**config.mk**
```make
export PLATFORM = sky130hd
export DESIGN_NAME = incremental_pid_motor_speed_core
export DESIGN_NICKNAME = d
export VERILOG_FILES = /design/src/rtl/ipid_pkg.sv /design/src/rtl/incremental_pid_motor_speed_core.sv
export VERILOG_INCLUDE_DIRS = /design/src /design/src/rtl
export SDC_FILE = /design/constraint.sdc
export NUM_CORES = 2
export LEC_CHECK = 0
export ABC_AREA = 1
export BUFFER_PORTS_ARGS = -buffer_cell sky130_fd_sc_hd__buf_2
export CAP_MARGIN = 30
export CORE_ASPECT_RATIO = 1.5
export CORE_UTILIZATION = 40
export CTS_CLUSTER_DIAMETER = 100
export DETAILED_ROUTE_END_ITERATION = 10
export GPL_ROUTABILITY_DRIVEN = 0
export GPL_TIMING_DRIVEN = 0
export PLACE_DENSITY = 0.56
export REMOVE_ABC_BUFFERS = 1
export SYNTH_ARGS = -nofsm -noshare
export SYNTH_HDL_FRONTEND = slang
export SYNTH_SLANG_ARGS = --single-unit
```
**constraint.sdc**
```tcl
create_clock -name clk -period 22.8 [get_ports clk]
set_input_delay 1.14 -clock clk [delete_from_list [all_inputs] [get_ports clk]]
set_output_delay 1.14 -clock clk [all_outputs]
set_load 0.01 [all_outputs]
```
**src/rtl/assert_macros.svh**
```systemverilog
// ----------------------------------------------------------------------------
// Assertion macros
// Shared concurrent assertion helpers. They sample on clk and are disabled
// while rst_n is low, so every user must have those two signals in scope.
// ----------------------------------------------------------------------------
`ifndef ASSERT_MACROS_SVH
`define ASSERT_MACROS_SVH

// Same-cycle implication.
`define ASSERT_IMP(lbl, ante, cons) \
  lbl: assert property (@(posedge clk) disable iff (!rst_n) (ante) |-> (cons)) \
    else $error("assertion failed");

// Next-cycle implication.
`define ASSERT_NXT(lbl, ante, cons) \
  lbl: assert property (@(posedge clk) disable iff (!rst_n) (ante) |=> (cons)) \
    else $error("assertion failed");

`endif

```
**src/rtl/ipid_pkg.sv**
```systemverilog
// ----------------------------------------------------------------------------
// ipid_pkg
// Widths, fixed-point constants and register indexes of the incremental
// PID motor speed core.
// ----------------------------------------------------------------------------
`default_nettype none

package ipid_pkg;

  // Fraction bits of the gain registers and of the integrator.
  localparam int GAIN_FRAC_BITS = 16;

  // Field widths.
  localparam int GAIN_W   = 24;
  localparam int LIMIT_W  = 15;
  localparam int TARGET_W = 16;
  localparam int MEAS_W   = 15;
  localparam int LEVEL_W  = 16;
  localparam int ERR_W    = 17;
  localparam int ACC_W    = 48;

  // Datapath widths derived from the fields.
  localparam int ESUM_W  = ERR_W + 1;
  localparam int PPROD_W = GAIN_W + 1 + ERR_W;
  localparam int IPROD_W = GAIN_W + 1 + ESUM_W;
  localparam int SUM_W   = ACC_W + 2;

  // Port widths.
  localparam int IN_DATA_W  = 32;
  localparam int OUT_DATA_W = 24;
  localparam int CFG_IDX_W  = 2;
  localparam int CFG_DATA_W = GAIN_W;

  // Reset value of the level limit.
  localparam logic [LIMIT_W-1:0] LIMIT_RESET = {LIMIT_W{1'b1}};

  // Configuration register indexes.
  typedef enum logic [CFG_IDX_W-1:0] {
    CFG_KP_GAIN     = 2'd0,
    CFG_KI_GAIN     = 2'd1,
    CFG_KD_GAIN     = 2'd2,
    CFG_LEVEL_LIMIT = 2'd3
  } cfg_idx_t;

endpackage

`default_nettype wire

```
**src/rtl/incremental_pid_motor_speed_core.sv**
```systemverilog
// An accepted item is held in the input register and moves through the compute stage
// into the result register, which drives out_tvalid; a stalled result stream holds it.
// Throughput: one item per cycle while out_tready keeps the result register free; the
// controller state (level, last error, integrator, direction) is updated by the compute stage.
// Reset (rst_n low, synchronous): pipeline empty, controller state zero,
// gains zero and level limit at its maximum.
// ----------------------------------------------------------------------------
// incremental_pid_motor_speed_core
// Incremental PID speed controller for one motor channel: an input register,
// one pass of compute logic that updates the controller state, and a result
// register toward the output stream.
// ----------------------------------------------------------------------------
`default_nettype none

`include "assert_macros.svh"

module incremental_pid_motor_speed_core
  import ipid_pkg::*;
(
  input  wire logic                  clk,
  input  wire logic                  rst_n,
  // Input stream
  input  wire logic                  in_tvalid,
  output logic                       in_tready,
  input  wire logic [IN_DATA_W-1:0]  in_tdata,   // target_speed[15:0], measured_speed[30:16]
  // Result stream
  output logic                       out_tvalid,
  input  wire logic                  out_tready,
  output logic [OUT_DATA_W-1:0]      out_tdata,  // drive_level[15:0], direction_negative[16]
  // Configuration write port
  input  wire logic                  cfg_we,
  input  wire logic [CFG_IDX_W-1:0]  cfg_index,
  input  wire logic [CFG_DATA_W-1:0] cfg_wdata
);

  localparam logic signed [SUM_W-1:0] ROUND_ADJ =
    SUM_W'((64'd1 << GAIN_FRAC_BITS) - 64'd1);
  localparam logic signed [ACC_W-1:0] ACC_MAX = {1'b0, {(ACC_W-1){1'b1}}};
  localparam logic signed [ACC_W-1:0] ACC_MIN = {1'b1, {(ACC_W-1){1'b0}}};
  localparam logic signed [LEVEL_W-1:0] LVL_MAX = {1'b0, {(LEVEL_W-1){1'b1}}};
  localparam logic signed [LEVEL_W-1:0] LVL_MIN = {1'b1, {(LEVEL_W-1){1'b0}}};

  // Configuration registers.
  logic [GAIN_W-1:0]  kp_gain_r;
  logic [GAIN_W-1:0]  ki_gain_r;
  logic [GAIN_W-1:0]  kd_gain_r;
  logic [LIMIT_W-1:0] level_limit_r;

  // Input register.
  logic                       in_valid_r;
  logic signed [TARGET_W-1:0] target_r;
  logic [MEAS_W-1:0]          meas_r;

  // Controller state.
  logic signed [LEVEL_W-1:0] level_r;
  logic signed [ERR_W-1:0]   last_err_r;
  logic signed [ACC_W-1:0]   acc_r;
  logic                      dir_neg_r;

  // Result register.
  logic                      out_valid_r;
  logic signed [LEVEL_W-1:0] out_level_r;
  logic                      out_dir_r;

  // Compute signals.
  logic                       stage_fire;
  logic signed [ERR_W-1:0]    tgt_ext;
  logic signed [ERR_W-1:0]    meas_ext;
  logic signed [ERR_W-1:0]    err;
  logic signed [ESUM_W-1:0]   err_sum;
  logic signed [ESUM_W-1:0]   err_diff;
  logic signed [PPROD_W-1:0]  p_prod;
  logic signed [IPROD_W-1:0]  i_prod;
  logic signed [IPROD_W-1:0]  d_prod;
  logic signed [ACC_W:0]      acc_wide;
  logic signed [ACC_W-1:0]    acc_nxt;
  logic signed [SUM_W-1:0]    sum;
  logic signed [SUM_W-1:0]    sum_adj;
  logic signed [SUM_W-1:0]    delta_full;
  logic signed [LEVEL_W-1:0]  delta;
  logic signed [LEVEL_W:0]    next_lvl;
  logic signed [LEVEL_W:0]    lim_pos;
  logic signed [LEVEL_W:0]    lim_neg;
  logic signed [LEVEL_W-1:0]  level_nxt;
  logic signed [ERR_W-1:0]    last_err_nxt;
  logic                       dir_neg_nxt;

  // Handshake: the compute stage moves when the result register is free.
  assign stage_fire = in_valid_r && (!out_valid_r || out_tready);
  assign in_tready  = !in_valid_r || stage_fire;

  // Error, signed by the remembered direction.
  always_comb begin
    tgt_ext  = ERR_W'(target_r);
    meas_ext = $signed({{(ERR_W-MEAS_W){1'b0}}, meas_r});
    err      = dir_neg_r ? (tgt_ext + meas_ext) : (tgt_ext - meas_ext);
    err_sum  = ESUM_W'(err) + ESUM_W'(last_err_r);
    err_diff = ESUM_W'(err) - ESUM_W'(last_err_r);
  end

  // Gain products, run in parallel.
  always_comb begin
    p_prod = $signed({1'b0, kp_gain_r}) * err;
    i_prod = $signed({1'b0, ki_gain_r}) * err_sum;
    d_prod = $signed({1'b0, kd_gain_r}) * err_diff;
  end

  // Integrator update with saturation to the accumulator range.
  always_comb begin
    acc_wide = (ACC_W+1)'(acc_r) + (ACC_W+1)'(i_prod);
    if (acc_wide[ACC_W] != acc_wide[ACC_W-1]) begin
      acc_nxt = acc_wide[ACC_W] ? ACC_MIN : ACC_MAX;
    end else begin
      acc_nxt = acc_wide[ACC_W-1:0];
    end
  end

  // PID sum, truncated toward zero and saturated to the level width.
  always_comb begin
    sum        = SUM_W'(acc_nxt) + SUM_W'(p_prod) + SUM_W'(d_prod);
    sum_adj    = sum[SUM_W-1] ? (sum + ROUND_ADJ) : sum;
    delta_full = sum_adj >>> GAIN_FRAC_BITS;
    if ((&delta_full[SUM_W-1:LEVEL_W-1]) || !(|delta_full[SUM_W-1:LEVEL_W-1])) begin
      delta = delta_full[LEVEL_W-1:0];
    end else begin
      delta = delta_full[SUM_W-1] ? LVL_MIN : LVL_MAX;
    end
  end

  // Level update, direction tracking and clamp to the level limit.
  always_comb begin
    next_lvl = (LEVEL_W+1)'(level_r) + (LEVEL_W+1)'(delta);
    lim_pos  = $signed({{(LEVEL_W+1-LIMIT_W){1'b0}}, level_limit_r});
    lim_neg  = -lim_pos;
    if (target_r == '0) begin
      level_nxt    = '0;
      last_err_nxt = '0;
      dir_neg_nxt  = dir_neg_r;
    end else begin
      last_err_nxt = err;
      priority if (next_lvl > 0) begin
        dir_neg_nxt = 1'b0;
      end else if (next_lvl < 0) begin
        dir_neg_nxt = 1'b1;
      end else begin
        dir_neg_nxt = dir_neg_r;
      end
      priority if (next_lvl > lim_pos) begin
        level_nxt = lim_pos[LEVEL_W-1:0];
      end else if (next_lvl < lim_neg) begin
        level_nxt = lim_neg[LEVEL_W-1:0];
      end else begin
        level_nxt = next_lvl[LEVEL_W-1:0];
      end
    end
  end

  // Configuration registers.
  always_ff @(posedge clk) begin
    if (!rst_n) begin
      kp_gain_r     <= '0;
      ki_gain_r     <= '0;
      kd_gain_r     <= '0;
      level_limit_r <= LIMIT_RESET;
    end else if (cfg_we) begin
      unique case (cfg_idx_t'(cfg_index))
        CFG_KP_GAIN:     kp_gain_r     <= cfg_wdata[GAIN_W-1:0];
        CFG_KI_GAIN:     ki_gain_r     <= cfg_wdata[GAIN_W-1:0];
        CFG_KD_GAIN:     kd_gain_r     <= cfg_wdata[GAIN_W-1:0];
        CFG_LEVEL_LIMIT: level_limit_r <= cfg_wdata[LIMIT_W-1:0];
      endcase
    end
  end

  // Input register control.
  always_ff @(posedge clk) begin
    if (!rst_n) begin
      in_valid_r <= 1'b0;
    end else if (in_tready) begin
      in_valid_r <= in_tvalid;
    end
  end

  // Input register payload.
  always_ff @(posedge clk) begin
    if (in_tvalid && in_tready) begin
      target_r <= $signed(in_tdata[TARGET_W-1:0]);
      meas_r   <= in_tdata[TARGET_W +: MEAS_W];
    end
  end

  // Controller state, updated once per item.
  always_ff @(posedge clk) begin
    if (!rst_n) begin
      level_r    <= '0;
      last_err_r <= '0;
      acc_r      <= '0;
      dir_neg_r  <= 1'b0;
    end else if (stage_fire) begin
      level_r    <= level_nxt;
      last_err_r <= last_err_nxt;
      acc_r      <= (target_r == '0) ? '0 : acc_nxt;
      dir_neg_r  <= dir_neg_nxt;
    end
  end

  // Result register control.
  always_ff @(posedge clk) begin
    if (!rst_n) begin
      out_valid_r <= 1'b0;
    end else if (stage_fire) begin
      out_valid_r <= 1'b1;
    end else if (out_tready) begin
      out_valid_r <= 1'b0;
    end
  end

  // Result register payload.
  always_ff @(posedge clk) begin
    if (stage_fire) begin
      out_level_r <= level_nxt;
      out_dir_r   <= dir_neg_nxt;
    end
  end

  assign out_tvalid = out_valid_r;
  assign out_tdata  = {{(OUT_DATA_W-LEVEL_W-1){1'b0}}, out_dir_r, out_level_r};

  // A zero target always produces a zero drive level.
  `ASSERT_NXT(a_zero_target, stage_fire && (target_r == '0), out_valid_r && (out_level_r == '0))
  // A nonzero level always agrees with the remembered direction.
  `ASSERT_IMP(a_dir_sign, out_valid_r && (out_level_r != '0), out_dir_r == out_level_r[LEVEL_W-1])
  // The stored level matches the level just handed to the result register.
  `ASSERT_NXT(a_level_state, stage_fire, (level_r == out_level_r) && (dir_neg_r == out_dir_r))

endmodule

`default_nettype wire

```
# Yosys cells after proc, flatten, opt, wreduce, memory -nomap -nowiden
# Index checks and enable logic that the tools add are counted.
[word_totals]
wordCells = 68
out_inout_bits = 26
register_bits = 219
in_bits = 63
[classes]
eq_ne = 4
n_mul = 3
muxes = 16
reduce_logical = 17
n_lt_le_gt_ge = 4
addsub = 10
[ops]
columns = ["cell", "n"]
rows = [
  ["$mux W48", 3],
  ["$mul A25 B18 Y43", 2],
  ["$mux W16", 5],
  ["$add A49 B43 Y50", 1],
  ["$add A50 B17 Y50 const B", 1],
  ["$mux W50", 1],
  ["$add A48 B42 Y49", 1],
  ["$add A48 B43 Y49", 1],
  ["$mul A25 B17 Y42", 1],
  ["$add A16 B16 Y17", 2],
  ["$mux W17", 2],
  ["$reduce_and A19 Y1", 1],
  ["$reduce_or A19 Y1", 1],
  ["$add A17 B17 Y18", 1],
  ["$sub A17 B17 Y18", 1],
  ["$gt A17 B1 Y1 const B", 1],
  ["$gt A17 B16 Y1", 1],
  ["$lt A17 B1 Y1 const B", 1],
  ["$lt A17 B17 Y1", 1],
  ["$neg A15 Y17", 1],
  ["$sub A16 B16 Y17", 1],
  ["$logic_not A16 Y1", 1],
  ["$reduce_and A2 Y1", 4],
  ["$mux W1", 5],
  ["8 further kinds", 14],
]

# Depth between registers and ports, before layout
[depth]
depth_word = 20
mapped_depth = 139
depth_no_buf = 134

# Worst setup path after synthesis
# Ideal clock, no wire load.
[synth_path]
path_type = "register to register"
start = "register meas_r[0]"
end = "register out_level_r[2] (data pin)"
slack_ns = 1.343
t_arrival_ns = 21.206
setup_ns = 0.251
path_stages_with_launch = 120
path_buffers = 5
cell_sequence = "edfxtp_1 inv_1 ha_1 inv_1 o21ai_0 inv_1 fa_1 o21ai_1 nand2_1 nand2_1 a21oi_1 or2_2 o21ai_1 nand2_1 nand2_1 a21oi_1 or2_2 nand2_1 [84 not listed] o21ai_1 a21boi_0 o21ai_1 nand2_1 o21ai_0 xor2_1 ha_1 a21oi_1 nor2_1 a211oi_1 nand2_1 nand2_1 nand2_1 buf_2 nand2_1 nand3_1 nand2_1 inv_1"
[synth_between]
elab_chain_len = 20
[synth_lines]
columns = ["element", "line", "source"]
rows = [
  ["start: declaration", "incremental_pid_motor_speed_core.sv:52", "logic [MEAS_W-1:0] meas_r;"],
  ["start signal: assignment", "incremental_pid_motor_speed_core.sv:188", "meas_r <= in_tdata[TARGET_W +: MEAS_W];"],
  ["$sub A16 B16 Y17 or $add A16 B16 Y17 (tied branches)", "incremental_pid_motor_speed_core.sv:96", "err = dir_neg_r ? (tgt_ext + meas_ext) : (tgt_ext - meas_ext);"],
  ["$mux W17 (*)", "incremental_pid_motor_speed_core.sv:96", ""],
  ["$add A17 B17 Y18", "incremental_pid_motor_speed_core.sv:97", "err_sum = ESUM_W'(err) + ESUM_W'(last_err_r);"],
  ["$mul A25 B18 Y43", "incremental_pid_motor_speed_core.sv:104", "i_prod = $signed({1'b0, ki_gain_r}) * err_sum;"],
  ["$add A48 B43 Y49", "incremental_pid_motor_speed_core.sv:110", "acc_wide = (ACC_W+1)'(acc_r) + (ACC_W+1)'(i_prod);"],
  ["$mux W48 or $ne A1 B1 Y1 (tied branches)", "incremental_pid_motor_speed_core.sv:112, incremental_pid_motor_speed_core.sv:111", ""],
  ["$mux W48", "incremental_pid_motor_speed_core.sv:111", "if (acc_wide[ACC_W] != acc_wide[ACC_W-1]) begin"],
  ["$add A48 B42 Y49", "incremental_pid_motor_speed_core.sv:120", "sum = SUM_W'(acc_nxt) + SUM_W'(p_prod) + SUM_W'(d_prod);"],
  ["[5 not listed]", "n/a", ""],
  ["$logic_or A1 B1 Y1", "incremental_pid_motor_speed_core.sv:123", "if ((&delta_full[SUM_W-1:LEVEL_W-1]) || !(|delta_full[SUM_W-1:LEVEL_W-1])) begin"],
  ["$mux W16 (*)", "incremental_pid_motor_speed_core.sv:123", ""],
  ["$add A16 B16 Y17 (*)", "incremental_pid_motor_speed_core.sv:132", "next_lvl = (LEVEL_W+1)'(level_r) + (LEVEL_W+1)'(delta);"],
  ["$lt A17 B17 Y1", "incremental_pid_motor_speed_core.sv:150", "end else if (next_lvl < lim_neg) begin"],
  ["$mux W16", "incremental_pid_motor_speed_core.sv:150", ""],
  ["$mux W16 (*)", "incremental_pid_motor_speed_core.sv:148", "priority if (next_lvl > lim_pos) begin"],
  ["$mux W16 (*)", "incremental_pid_motor_speed_core.sv:135", "if (target_r == '0) begin"],
  ["via level_nxt[2]", "incremental_pid_motor_speed_core.sv:84", "logic signed [LEVEL_W-1:0] level_nxt;"],
  ["end signal: assignment", "incremental_pid_motor_speed_core.sv:221", "out_level_r <= level_nxt;"],
  ["end: declaration", "incremental_pid_motor_speed_core.sv:62", "logic signed [LEVEL_W-1:0] out_level_r;"],
]
# Mark *: on every way through the listed nets, which the timed path passes. The rest lies on a longest branch.
# A chain may end at the register's enable or synchronous reset.

# Worst setup path after layout
[layout_path]
start = "register meas_r[0]"
end = "register out_level_r[12] (data pin)"
# The elaborated chain is that of the path after synthesis.

==> out/qor.yml <==
clocking:
  cts_buffer_depth: 3
  path_clk_slew_ns: 0.06
  ctsHoldBuffers: 0
  cts_tree: "built"
  cts_made_buffers: 35
  cts_max_level: 2
  ctsRootBufferMaster: "clkbuf_16"
  clkLatencyLatePin_ns: 0.62
  clock_sinks: 219
critical_path:
  cp-start-kind: "register"
  slowest_delay_ns: 0.66
  crit_slowest_cell: "o21ai_0"
  crit_required_ns: 23.17
  worstSetupPathType: "register to register"
  cp_max_fo: 17
  cpMostUsedCell: "nand2_2"
  arrival_ns: 22.78
  worst_setup_path_end_kind: "register"
timing:
  finalSetupViolations: 0
  hold_violations: 0
  rsz0062_at_grt: "yes"
  final.setup_skew_ns: 0.01736
  max_slew.worst_pin.slew_ns: 1.073
  relSlewSlack: 0.2832
  fmax_ghz: 0.04463
  drv_slew: 0
  timing.final.crit_share: 0.9827
  min_period_ns: 22.41
routing:
  wire_per_inst_um: 22.70
  drt_first_pass_iters: 5
  drt-total-wl_um: 230900
  drc: 0
  drt_iter0_drc: 3535
  postRouteAntennaNets: 0
  dr_total_vias: 53480
  via_per_inst: 5.257
grt:
  globalRouteMet2Util: 0.5221
  met1_usage: 0.3027
  grtUsageTotal: 0.2976
  grt_pass1_vias: 55810
  grt_max_degree: 68
  antenna_found_initial: 19
  use_met3: 0.05614
  busiest_layer: "met2"
  grt.overflow.total: 0
  grt_pass1_wl_um: 337600
job:
  drv_cap: 0
yosys:
  synth_commonest_cells: "2012 x inv_1, 1904 x nand2_1, 1205 x fa_1, 623 x nor2_1, 548 x ha_1"
  syn_area_um2: 60990
  synthCells: 8008
  synth_cell_types: 50
  avgSynthCellArea_um2: 7.617
  ys_top_cells_by_area: "fa_1 40%, inv_1 12%, nand2_1 12%"
  yosysSeqAreaShare: 0.07976
  synth_top_cell_area_share: 0.3955
  yosysMostFrequentCell: "inv_1"
  yosysWarnings: 0
  ys.flop_type: "dfxtp_1"
  synthArstFlopShare: 0
  synth_top_cell_by_area: "fa_1"
  synth-edff-count: 48
  synth-seq-cells: 219
placement:
  dp_cells: 9897
  dpl.hpwl_um: 183500
  io_buffers: 80
final_layout:
  area_delta_synth_final_pct: 14.10
  drive_gt1_frac: 0.1339
  stdcell_count: 10170
  num-nets-final: 9911
status:
  status: "complete, no violations"
die:
  die_w_um: 320.8
  initial_utilization: 0.4026
  die-area_um2: 154100
  ios: 89
  num_rows: 175
  fp.coreArea_um2: 151500
  die_h_um: 480.3
min_path:
  hold_class: "register to register"
[stage by stage]
step	util	hold slack (ns)	instance area, µm²	worst slack (ns)	setup TNS (ns)
final	0.4593	0.4690	69600	0.3942	0
after global routing	0.4591	0.4809	69560	-0.4246	-12.39
after CTS	0.4408	0.4669	66800	0.006738	0
after detailed placement	0.4204	0.4558	63700	-5.788	-189.81
after global placement	0.4151	0.4550	62890	-10.17	-339.89
after floorplan	-	0.4453	59950	0.1084	0
[state kept, by name, summed over array words and instances, names as in the netlist]
| name | cells |
|---|---|
| level_limit_r | 15 |
| acc_r | 48 |
| kp_gain_r | 24 |
| ki_gain_r | 24 |
| level_r | 16 |
| meas_r | 15 |
| last_err_r | 17 |
| kd_gain_r | 24 |
| target_r | 16 |
| out_tvalid | 1 |
| out_dir_r | 1 |
| dir_neg_r | 1 |
| out_level_r | 16 |
| in_valid_r | 1 |
[routing by layer]
metal	vias to the layer above	wire, µm	share of wire
met1	26750	75380	0.33
met3	866	16100	0.070
met5	-	29	0.00013
met4	6	24800	0.11
met2	2129	114600	0.50
li1	23730	-	-
[worst max-delay path: cells and delay by family, from the launching register on]
kind,cells,cell delay (ns)
buf+inv,24,2.58
xor+xnor,4,0.82
simple gates,44,4.86
compound gates,18,3.29
fa+ha+maj,24,10.08
flops,1,0.39
[cell usage in the layout, fill, tap and decap left out, types with 79 or more instances in the layout]
master   count
inv_1     1938
nand2_1   1677
fa_1      1178
nor2_1     561
ha_1       501
a21oi_1    302
nand3_1    210
o21ai_0    184
nand2_2    179
dfxtp_1    170
buf_4      161
buf_2       79
[cell type report]
cell class,count,area (µm²)
fill,15280,81920
multi-input combinational,5500,50420
inverter,2040,7820
sequential,219,4866
timing repair buffer,293,2651
tap,2035,2546
clock buffer,42,974.7
clock inverter,19,240.2
antenna,18,45.04
timing repair inverter,6,35.03
[path summary, 6_finish.rpt]
path                            cells past startpoint              end       from  slack, ns
worst max register to register                    114  out_level_r[12]  meas_r[0]       0.39
worst min register to register                      2        acc_r[37]  acc_r[37]       0.47
worst max-delay path                              114  out_level_r[12]  meas_r[0]       0.39
worst min-delay path                                2        acc_r[37]  acc_r[37]       0.47
[cells by family after synthesis]
logic type | count (synthesis) | synth area share
AOI/OAI and AO/OA | 629 | 0.05491
xor gates and xnor gates | 87 | 0.01249
adders and majority gates | 1753 | 0.5079
buffers and inverters | 2306 | 0.1431
DFF | 219 | 0.07976
other | 1 | 0.00006148
and+or+nand+nor | 3013 | 0.2017
[repair_timing]
action	4_1_cts	5_1_grt
pin swaps	66	251
gates cloned	13	7
gates resized for setup	274	531
setup buffers	79	99
setup endpoints to repair	34	34
Power is left out: the tool's default activity adds up to more than one toggle a clock period on the data nets, which glitch-free logic cannot reach.
